===== config.mk =====
export PLATFORM = sky130hd
export DESIGN_NAME = fec_mod_unit
export DESIGN_NICKNAME = d
export VERILOG_FILES = /design/src/design/fec_pkg.sv /design/src/design/fec_mod_unit.sv
export SDC_FILE = /design/constraint.sdc
export NUM_CORES = 1
export LEC_CHECK = 0
export ABC_CLOCK_PERIOD_IN_PS = 5910
export BUFFER_PORTS_ARGS = -buffer_cell sky130_fd_sc_hd__buf_2
export CORE_ASPECT_RATIO = 1.2
export CORE_MARGIN = 1
export CORE_UTILIZATION = 35
export DETAILED_ROUTE_END_ITERATION = 10
export SYNTH_ARGS = -nofsm -noshare
export SYNTH_HDL_FRONTEND = slang
export SYNTH_SLANG_ARGS = --single-unit
export TNS_END_PERCENT = 5

===== constraint.sdc =====
create_clock -name vclk -period 5.91
set_input_delay 0.2955 -clock vclk [all_inputs]
set_output_delay 0.2955 -clock vclk [all_outputs]
set_load 0.01 [all_outputs]

===== src/design/fec_pkg.sv =====
`default_nettype none
// ----------------------------------------------------------------------------
// fec_pkg
// Shared widths, defaults and verdict codes for the expansion check.
// ----------------------------------------------------------------------------
package fec_pkg;

    localparam int NUM_W         = 31;
    localparam int DEN_W         = 13;
    localparam int RADIX_W       = 8;
    localparam int VERDICT_W     = 2;
    localparam int BIT_CNT_W     = $clog2(NUM_W);
    localparam int RADIX_IDX_W   = $clog2(RADIX_W);
    localparam int MAX_DENOM_DEF = 4096;

    localparam logic [RADIX_W-1:0] RADIX_RESET = 8'd10;

    typedef enum logic [VERDICT_W-1:0] {
        VERDICT_FINITE   = 2'd0,
        VERDICT_PERIODIC = 2'd1,
        VERDICT_INVALID  = 2'd2
    } verdict_t;

endpackage

`default_nettype wire


===== src/design/fec_mod_unit.sv =====
`default_nettype none
// ----------------------------------------------------------------------------
// fec_mod_unit
// Modular double-and-add step: result = (2*acc + addend) mod den,
// for acc and addend already below den.
// ----------------------------------------------------------------------------
module fec_mod_unit (
    input  wire logic [fec_pkg::DEN_W-1:0] acc,
    input  wire logic [fec_pkg::DEN_W-1:0] addend,
    input  wire logic [fec_pkg::DEN_W-1:0] den,
    output logic      [fec_pkg::DEN_W-1:0] result
);

    logic [fec_pkg::DEN_W:0]   dbl;
    logic [fec_pkg::DEN_W:0]   den_ext;
    logic [fec_pkg::DEN_W:0]   red1;
    logic [fec_pkg::DEN_W:0]   sum;
    logic [fec_pkg::DEN_W:0]   red2;

    always_comb
    begin
        den_ext = {1'b0, den};
        dbl     = {acc, 1'b0};
        red1    = (dbl >= den_ext) ? (dbl - den_ext) : dbl;
        sum     = red1 + {1'b0, addend};
        red2    = (sum >= den_ext) ? (sum - den_ext) : sum;
        result  = red2[fec_pkg::DEN_W-1:0];
    end

endmodule

`default_nettype wire


* Word level (Yosys, flattened, before mapping) *
Index checks and enable logic that the tools add are counted.

storage, ports and cells
  memory bits (read-only) = 0
  memories kept = 0
  RAM bits = 0
  input bits = 39
  output and inout port bits = 13
  bits in latches = 0
  flip-flop bits (word level) = 0
  logic and storage cells = 7

cells by class
  div/mod/pow operators = 0
  $mul = 0
  muxes and demuxes = 2
  equal/unequal tests = 0
  add/sub/neg operators = 3
  bitwise operators = 0
  shift operators = 0
  order comparisons = 2
  reduce and logical (&&, ||, !) cells = 0

operators by type and width
  kind              count
  $ge A14 B13 Y1    2
  $add A14 B13 Y14  1
  $mux W14          1
  $sub A14 B13 Y14  1
  $mux W13          1
  $sub A13 B13 Y13  1

* Logic depth before layout (Yosys ltp) *
Gate-level depths: netlist (run 1).

  word-level depth = 5
  depth in mapped cells = 26
  mapped depth without buffers = 24

* Worst setup path before layout (run 1) *
OpenSTA, ideal clock, no wires.

  kind = input to output
  from = in den[1] (netlist bit)
  to = out result[10] (netlist bit)
  setup slack = 0.435 ns
  stages = 25
  arrival time = 5.179 ns
  required time = 5.615 ns
  buffers on the path = 2
  cells stage by stage = inv_1 -> fa_1 -> a21oi_1 -> nand2b_1 -> nand3_1 -> a221oi_1 -> clkbuf_1 -> nor2_1 -> ha_1 -> fa_1 -> a21o_1 -> a21oi_1 -> o21ai_0 -> a31o_2 -> a21oi_1 -> xnor2_1 -> ha_1 -> nand4_1 -> nor4_1 -> nor3_1 -> a21oi_1 -> nor2b_1 -> mux2_4 -> buf_12 -> mux2_4

between the ends
  cells in the longest elaborated chain, start to end = 5
  elaborated cells between the ends (all ways) = 7
  those cells by class = 3 x add/sub; 2 x order compare; 2 x mux

RTL lines
  element                                             RTL line            source
  from (decl)                                         fec_mod_unit.sv:10  input wire logic [fec_pkg::DEN_W-1:0] den,
  $sub A14 B13 Y14 or $ge A14 B13 Y1 (tied branches)  fec_mod_unit.sv:24  red1 = (dbl >= den_ext) ? (dbl - den_ext) : dbl;
  $mux W14                                            fec_mod_unit.sv:24
  $add A14 B13 Y14                                    fec_mod_unit.sv:25  sum = red1 + {1'b0, addend};
  $sub A13 B13 Y13 or $ge A14 B13 Y1 (tied branches)  fec_mod_unit.sv:26  red2 = (sum >= den_ext) ? (sum - den_ext) : sum;
  $mux W13 *                                          fec_mod_unit.sv:26
  to (decl)                                           fec_mod_unit.sv:11  output logic [fec_pkg::DEN_W-1:0] result

Every way passes the cells marked *; elsewhere a longest branch is shown, timed or not.

* Worst setup path after layout (run 1) *
  from = in den[8] (netlist bit)
  to = out result[2] (netlist bit)

between the ends
  cells in the longest elaborated chain, start to end = 5
  elaborated cells between the ends (all ways) = 7
  those cells by class = 3 x add/sub; 2 x order compare; 2 x mux

RTL lines
  element                                             RTL line
  $sub A14 B13 Y14 or $ge A14 B13 Y1 (tied branches)  fec_mod_unit.sv:24
  $mux W14                                            fec_mod_unit.sv:24
  $add A14 B13 Y14                                    fec_mod_unit.sv:25
  $ge A14 B13 Y1 or $sub A13 B13 Y13 (tied branches)  fec_mod_unit.sv:26
  $mux W13 *                                          fec_mod_unit.sv:26

Marked as above.

==> qor.yml, run 1 <==
synth:
  yosys_warnings: 0
  avgSynthCellArea_um2: 7.486
  netlist_top_cells_area: "ha_1 23%, mux2_4 6.2%, xnor2_1 4.8%, o21ai_0 4.6%, o21a_1 4.5%"
  synth_area_mm2: 0.002171
  synth.distinct_cells: 49
  synth-simple-area-share_pct: 19.83
  yosys.area_share.adder_pct: 25.82
  synth_nets: 372
  synth_cells: 290
  muxShareOfSynthArea_pct: 10.20
  synth-xor-area-share_pct: 8.876
  synth_top_area_share_pct: 23.05
  synth_top_cell_by_area: "ha_1"
  synth_top_family_by_area: "compound AO/OA/AOI/OAI gates"
  synth_most_common_cell: "ha_1"
  synth_compound_gate_area_share_pct: 30.03
  synth_common_cells: "40 x ha_1, 23 x inv_1, 22 x nand2_1"
  yosysSeqAreaShare_pct: 0
critical_path:
  worstSetupEndpointType: "output port"
  critical_path.startpoint_type: "input port"
  cp.required_ns: 5.61
  critical_path_arrival_ns: 5.34
  crit_path_max_fanout: 7
  crit_type: "in -> out"
drt:
  via_count: 2316
  first_pass_iters: 4
  drt_wl_total_mm: 6.239
  first_iter_violations: 75
  wl_per_cell_um: 14.31
  ant_nets: 0
  via_per_inst: 5.312
  drc_errors: 0
die:
  die_area_mm2: 0.006523
  design.core.area_mm2: 0.006012
  io_pins: 52
  die_y_um: 88.27
  die_x_um: 73.90
  start_util_pct: 36.11
  num_rows: 31
final_layout:
  nFillCells: 628
  finalNonFillerCells: 436
  final-seq-area_um2: 0
  layout-drive-gt1-share_pct: 29.94
  multi_input_area_mm2: 0.002162
  area_delta_synth_final_pct: 25.30
  seq_cell_count: 0
  n_antenna_cell: 0
  num-clock-buffers: 0
  layout.nets: 438
worst_hold_path:
  hold_depth: 4
  min_from: "den[0]"
  min_to: "result[0]"
  hold_path_class: "in -> out"
sta:
  finalHoldViolCount: 0
  timing.fmax_ghz: 0.1775
  maxSlewHeadroom_pct: 67.01
  tightest_slew_ns: 0.4906
  setup_viol: 0
  finalCriticalPeriod_ns: 5.632
  hold_slack_ns: 1.145
  final_max_slew_viol_count: 0
  setup_ws_ns: 0.2776
  finalCritPeriodShare_pct: 95.30
pwr:
  power_density_mw_per_mm2: 383.9
  ir_drop_v: 0.0002854
  p_leak_nw: 1.345
grt:
  grt_overflow_total: 0
  grt_max_degree: 18
  grt.total_usage_pct: 18.42
  antenna_found_initial: 0
  grt_pass1_wl_mm: 9.577
  grt_pass1_vias: 2129
placement:
  portBuffers: 52
  routabilityCongestion: 0.8097
  dp_cells: 428
  dp_worst_setup_slack_ns: 0.02382
  hpwl_mm: 5.169
run:
  drv_cap: 0
cts:
  cts_hold_buffers: 0
status:
  outcome: "finished, final reports clean"
## cells in the final DEF, fill, tap and decap left out, types with 6 or more instances in the layout
| cell type | count |
|---|---|
| mux2_4 | 11 |
| a21o_1 | 8 |
| nand2b_1 | 6 |
| ha_1 | 38 |
| xor2_1 | 10 |
| nor3_1 | 9 |
| xnor2_1 | 12 |
| a21oi_1 | 13 |
| inv_1 | 23 |
| nand3_1 | 6 |
| o21ai_0 | 16 |
| o21a_1 | 13 |
| nor2_1 | 20 |
| nand2_1 | 22 |
| buf_2 | 52 |
| buf_4 | 13 |
## stage by stage
stage                     cell area (um2)  power [mW]  utilization (%)  setup TNS [ns]
final                                2720       1.044            45.24               0
after global routing                 2720       1.155            45.24         -0.3638
after CTS                            2565      0.9767            42.66               0
after detailed placement             2565      0.9706            42.66               0
after global placement               2565      0.9625            42.66               0
after floorplan                      2171      0.7388                -               0
## repair_timing
item | in CTS | in global routing
setup endpoints to repair | 0 | 13
resized for setup | 0 | 25
buffers inserted | 0 | 7
endpoints found under the hold margin | 0 | 0
## worst max-delay path by stage
stage | start | end | slack (ns)
after floorplan | den[1] | result[10] | 0.44
after global placement | den[0] | result[10] | 0.08
after detailed placement | den[0] | result[10] | 0.02
after CTS | den[0] | result[10] | 0.002
after global routing | den[4] | result[10] | -0.05
final | den[8] | result[2] | 0.28
## layout make-up
| cell class | instances | share of cell area, % |
|---|---|---|
| Timing Repair Buffer | 66 | 13.57 |
| Inverter | 23 | 3.174 |
| Tap cell | 82 | 3.772 |
| Multi-Input combinational cell | 265 | 79.48 |
## layer usage
metal | part of all wire [%] | wire length (um) | GRT usage (%) | up-vias
met1 | 47 | 2937 | 23.98 | 1052
li1 | - | - | - | 1210
met4 | 0.71 | 44 | 0.5245 | 0
met5 | 0 | 0 | 0 | -
met2 | 49 | 3054 | 35.36 | 50
met3 | 3.3 | 203 | 0.3417 | 4
## critical path, cell delays in order
cell      delay [ns]
buf_2           0.09
inv_1           0.09
ha_1            0.28
o21ai_0         0.29
o21ai_1         0.20
a221oi_4        0.43
mux2_4          0.36
fa_1            0.42
a21o_1          0.20
a21oi_2         0.16
buf_4           0.14
o21bai_1        0.05
a21oi_1         0.18
xnor2_1         0.18
ha_1            0.29
o21ai_1         0.20
o211ai_1        0.15
o221ai_2        0.24
a21oi_2         0.10
nor2_1          0.19
mux2_4          0.29
mux2_2          0.35
buf_2           0.14
## kinds of logic after synthesis
| family | after synthesis |
|---|---|
| AO/OA/AOI/OAI | 95 |
| adder cells (fa/ha/maj) | 43 |
| buffers and inverters | 26 |
| multiplexers | 17 |
| XOR/XNOR | 22 |
| AND/OR/NAND/NOR | 87 |
## power by group
part / switching, mW / internal, mW / total (mW) / leakage [nW]
clock network: 0 / 0 / 0 / 0
registers: 0 / 0 / 0 / 0
logic: 0.523 / 0.521 / 1.04 / 1.35
Power figures use the tool's default switching activity.
==> run 2, diff against run 1 <==
Settings changed: ABC_AREA from default to 1, ABC_CLOCK_PERIOD_IN_PS 5910 to 5100, PLACE_DENSITY from default to 0.67.
Clock period 5.91 ns to 5.1 ns, I/O delays scaled along.
==> run 2 against run 1 <==
Net effect:
- non-clock buffer count shrank 10
- global-route usage up 0.74 points
- final cell count is 28% higher
- first-iteration DRC count is 63% higher
- die area up 9.7%
- sequential share of layout area stayed put
- synthesized cell count up 46%
- sequential cell count unchanged
- combinational power up 8%
- critical path type unchanged
- largest power group unchanged
==> qor.yml, run 2 <==
worst_hold_path:
  hold_path_class: "in -> out"
  min_to: "result[0]"
  hold_depth: 5
  min_from: "addend[0]"
synth:
  yosysSeqAreaShare_pct: 0
  synth_nets: 505
  synth_cells: 423
  synth_top_cell_by_area: "nand2_1"
  avgSynthCellArea_um2: 5.641
  netlist_top_cells_area: "nand2_1 22%, ha_1 21%, inv_1 9.6%, nand3_1 8.2%, xor2_1 6.2%"
  synth_most_common_cell: "nand2_1"
  synth_common_cells: "139 x nand2_1, 61 x inv_1, 40 x ha_1"
  synth_area_mm2: 0.002386
  synth.distinct_cells: 29
  synth_top_area_share_pct: 21.87
  yosys_warnings: 0
sta:
  finalHoldViolCount: 0
  final_max_slew_viol_count: 0
  maxSlewHeadroom_pct: 77.77
  finalCritPeriodShare_pct: 92.59
  timing.fmax_ghz: 0.2118
  hold_slack_ns: 1.001
  setup_ws_ns: 0.3780
  tightest_slew_ns: 0.3300
  tns_ns: 0
  finalCriticalPeriod_ns: 4.722
  setup_viol: 0
critical_path:
  critical_path.startpoint_type: "input port"
  crit_path_max_fanout: 13
  worstSetupEndpointType: "output port"
  critical_path_arrival_ns: 4.47
  cp.required_ns: 4.85
  crit_type: "in -> out"
status:
  outcome: "finished, final reports clean"
drt:
  first_iter_violations: 122
  drc_errors: 0
  wl_per_cell_um: 12.12
  drt_wl_total_mm: 6.776
  via_per_inst: 4.882
  via_count: 2729
  ant_nets: 0
  first_pass_iters: 5
final_layout:
  final_common_cell: "nand2_1"
  layout.nets: 558
  num-clock-buffers: 0
  area_delta_synth_final_pct: 16.41
  layout-drive-gt1-share_pct: 16.88
  finalNonFillerCells: 559
  utilization_pct: 42.56
  final-seq-area_um2: 0
  stdcell_area_mm2: 0.002778
  seq_cell_count: 0
  layout_common_cells: "139 x nand2_1, 59 x inv_1, 52 x buf_2"
  n_antenna_cell: 0
  nFillCells: 719
pwr:
  p_leak_nw: 1.616
  power.total_mw: 1.123
  ir_drop_v: 0.0002015
  power_density_mw_per_mm2: 404.2
grt:
  grt_max_degree: 15
  antenna_found_initial: 0
  grt_overflow_total: 0
  grt_pass1_wl_mm: 11.37
  grt_pass1_vias: 2700
  grt.total_usage_pct: 19.16
placement:
  dp_worst_setup_slack_ns: 0.1815
  hpwl_mm: 5.917
  routabilityCongestion: 1.000
  dpl-instance-area_mm2: 0.002730
  portBuffers: 52
  dp_cells: 557
die:
  die_x_um: 77.37
  design.core.area_mm2: 0.006526
  start_util_pct: 36.56
  num_rows: 32
  io_pins: 52
  die_y_um: 92.45
  die_area_mm2: 0.007152
run:
  drv_cap: 0
## run 2: cell types whose count changed in the layout (fill, tap and decap cells not counted), moves of 7 or more
| cell | delta |
|---|---|
| nand2_1 | +117 |
| o21a_1 | -13 |
| inv_1 | +36 |
| nor2_1 | +10 |
| xor2_1 | +7 |
| a21oi_1 | +12 |
| buf_4 | -9 |
| nand3_1 | +33 |
| a21o_1 | -7 |
| nor3_1 | -8 |
| mux2_4 | -11 |
## run 2: routing by layer
metal / vias to the layer above / wire [um] / GRT usage (%)
met1: 1190 / 3013 / 23.19
met2: 53 / 3481 / 36.21
met4: 0 / 108 / 5.660
met5: - / 0 / 0
met3: 12 / 172 / 0.5911
li1: 1474 / - / -
## run 2: kinds of logic (layout without fill, tap and decap cells)
family	after synthesis	count (layout)	share of synthesized area, %
compound gates	54	54	12.69
xor+xnor	30	30	11.01
fa+ha+maj	43	43	23.49
buf+inv	68	119	11.48
simple gates	228	228	41.32
## run 2: how the worst max path moves through the flow
stage,startpoint,end,slack [ns],depth (start not counted)
6_report,den[10],result[12],0.38,28
5_1_grt,den[5],result[6],-0.04,30
4_1_cts,den[1],result[1],0.16,28
3_5_place_dp,den[1],result[11],0.18,28
3_3_place_gp,den[1],result[11],0.27,25
2_1_floorplan,den[1],result[9],0.90,25
## run 2: layout make-up
| class | count | area [um2] | area share (%) |
|---|---|---|---|
| well taps | 85 | 106.4 | 3.829 |
| multi-input cells | 355 | 2141 | 77.07 |
| inverters | 63 | 240.2 | 8.649 |
| repair buffers | 56 | 290.3 | 10.45 |
## run 2: worst max-delay path, cell delays in order
cell        delay [ns]
buf_2             0.07
inv_1             0.06
ha_1              0.36
nand2_1           0.13
nor2_2            0.14
nand2_1           0.08
nor2_1            0.08
nor2_1            0.07
nand3_4           0.07
clkinvlp_4        0.19
o21ai_0           0.22
ha_1              0.32
nand2_1           0.11
inv_1             0.08
nand2_1           0.10
nand3_1           0.15
a31oi_1           0.23
xnor2_1           0.20
ha_1              0.34
inv_1             0.10
o21bai_1          0.09
nand2_1           0.09
nand4_2           0.16
a21oi_4           0.20
buf_4             0.22
nand3_1           0.12
nand2_1           0.09
buf_2             0.12
## run 2: where the power goes
| group | internal, mW | switching, mW | leakage [nW] | total (mW) |
|---|---|---|---|---|
| Sequential | 0 | 0 | 0 | 0 |
| Clock | 0 | 0 | 0 | 0 |
| Combinational | 0.445 | 0.678 | 1.62 | 1.12 |
## run 2: timing repair
item | in CTS | in global routing
hold buffers | 0 | 0
buffers inserted | 0 | 2
setup endpoints to repair | 0 | 13
gates resized for setup | 0 | 9
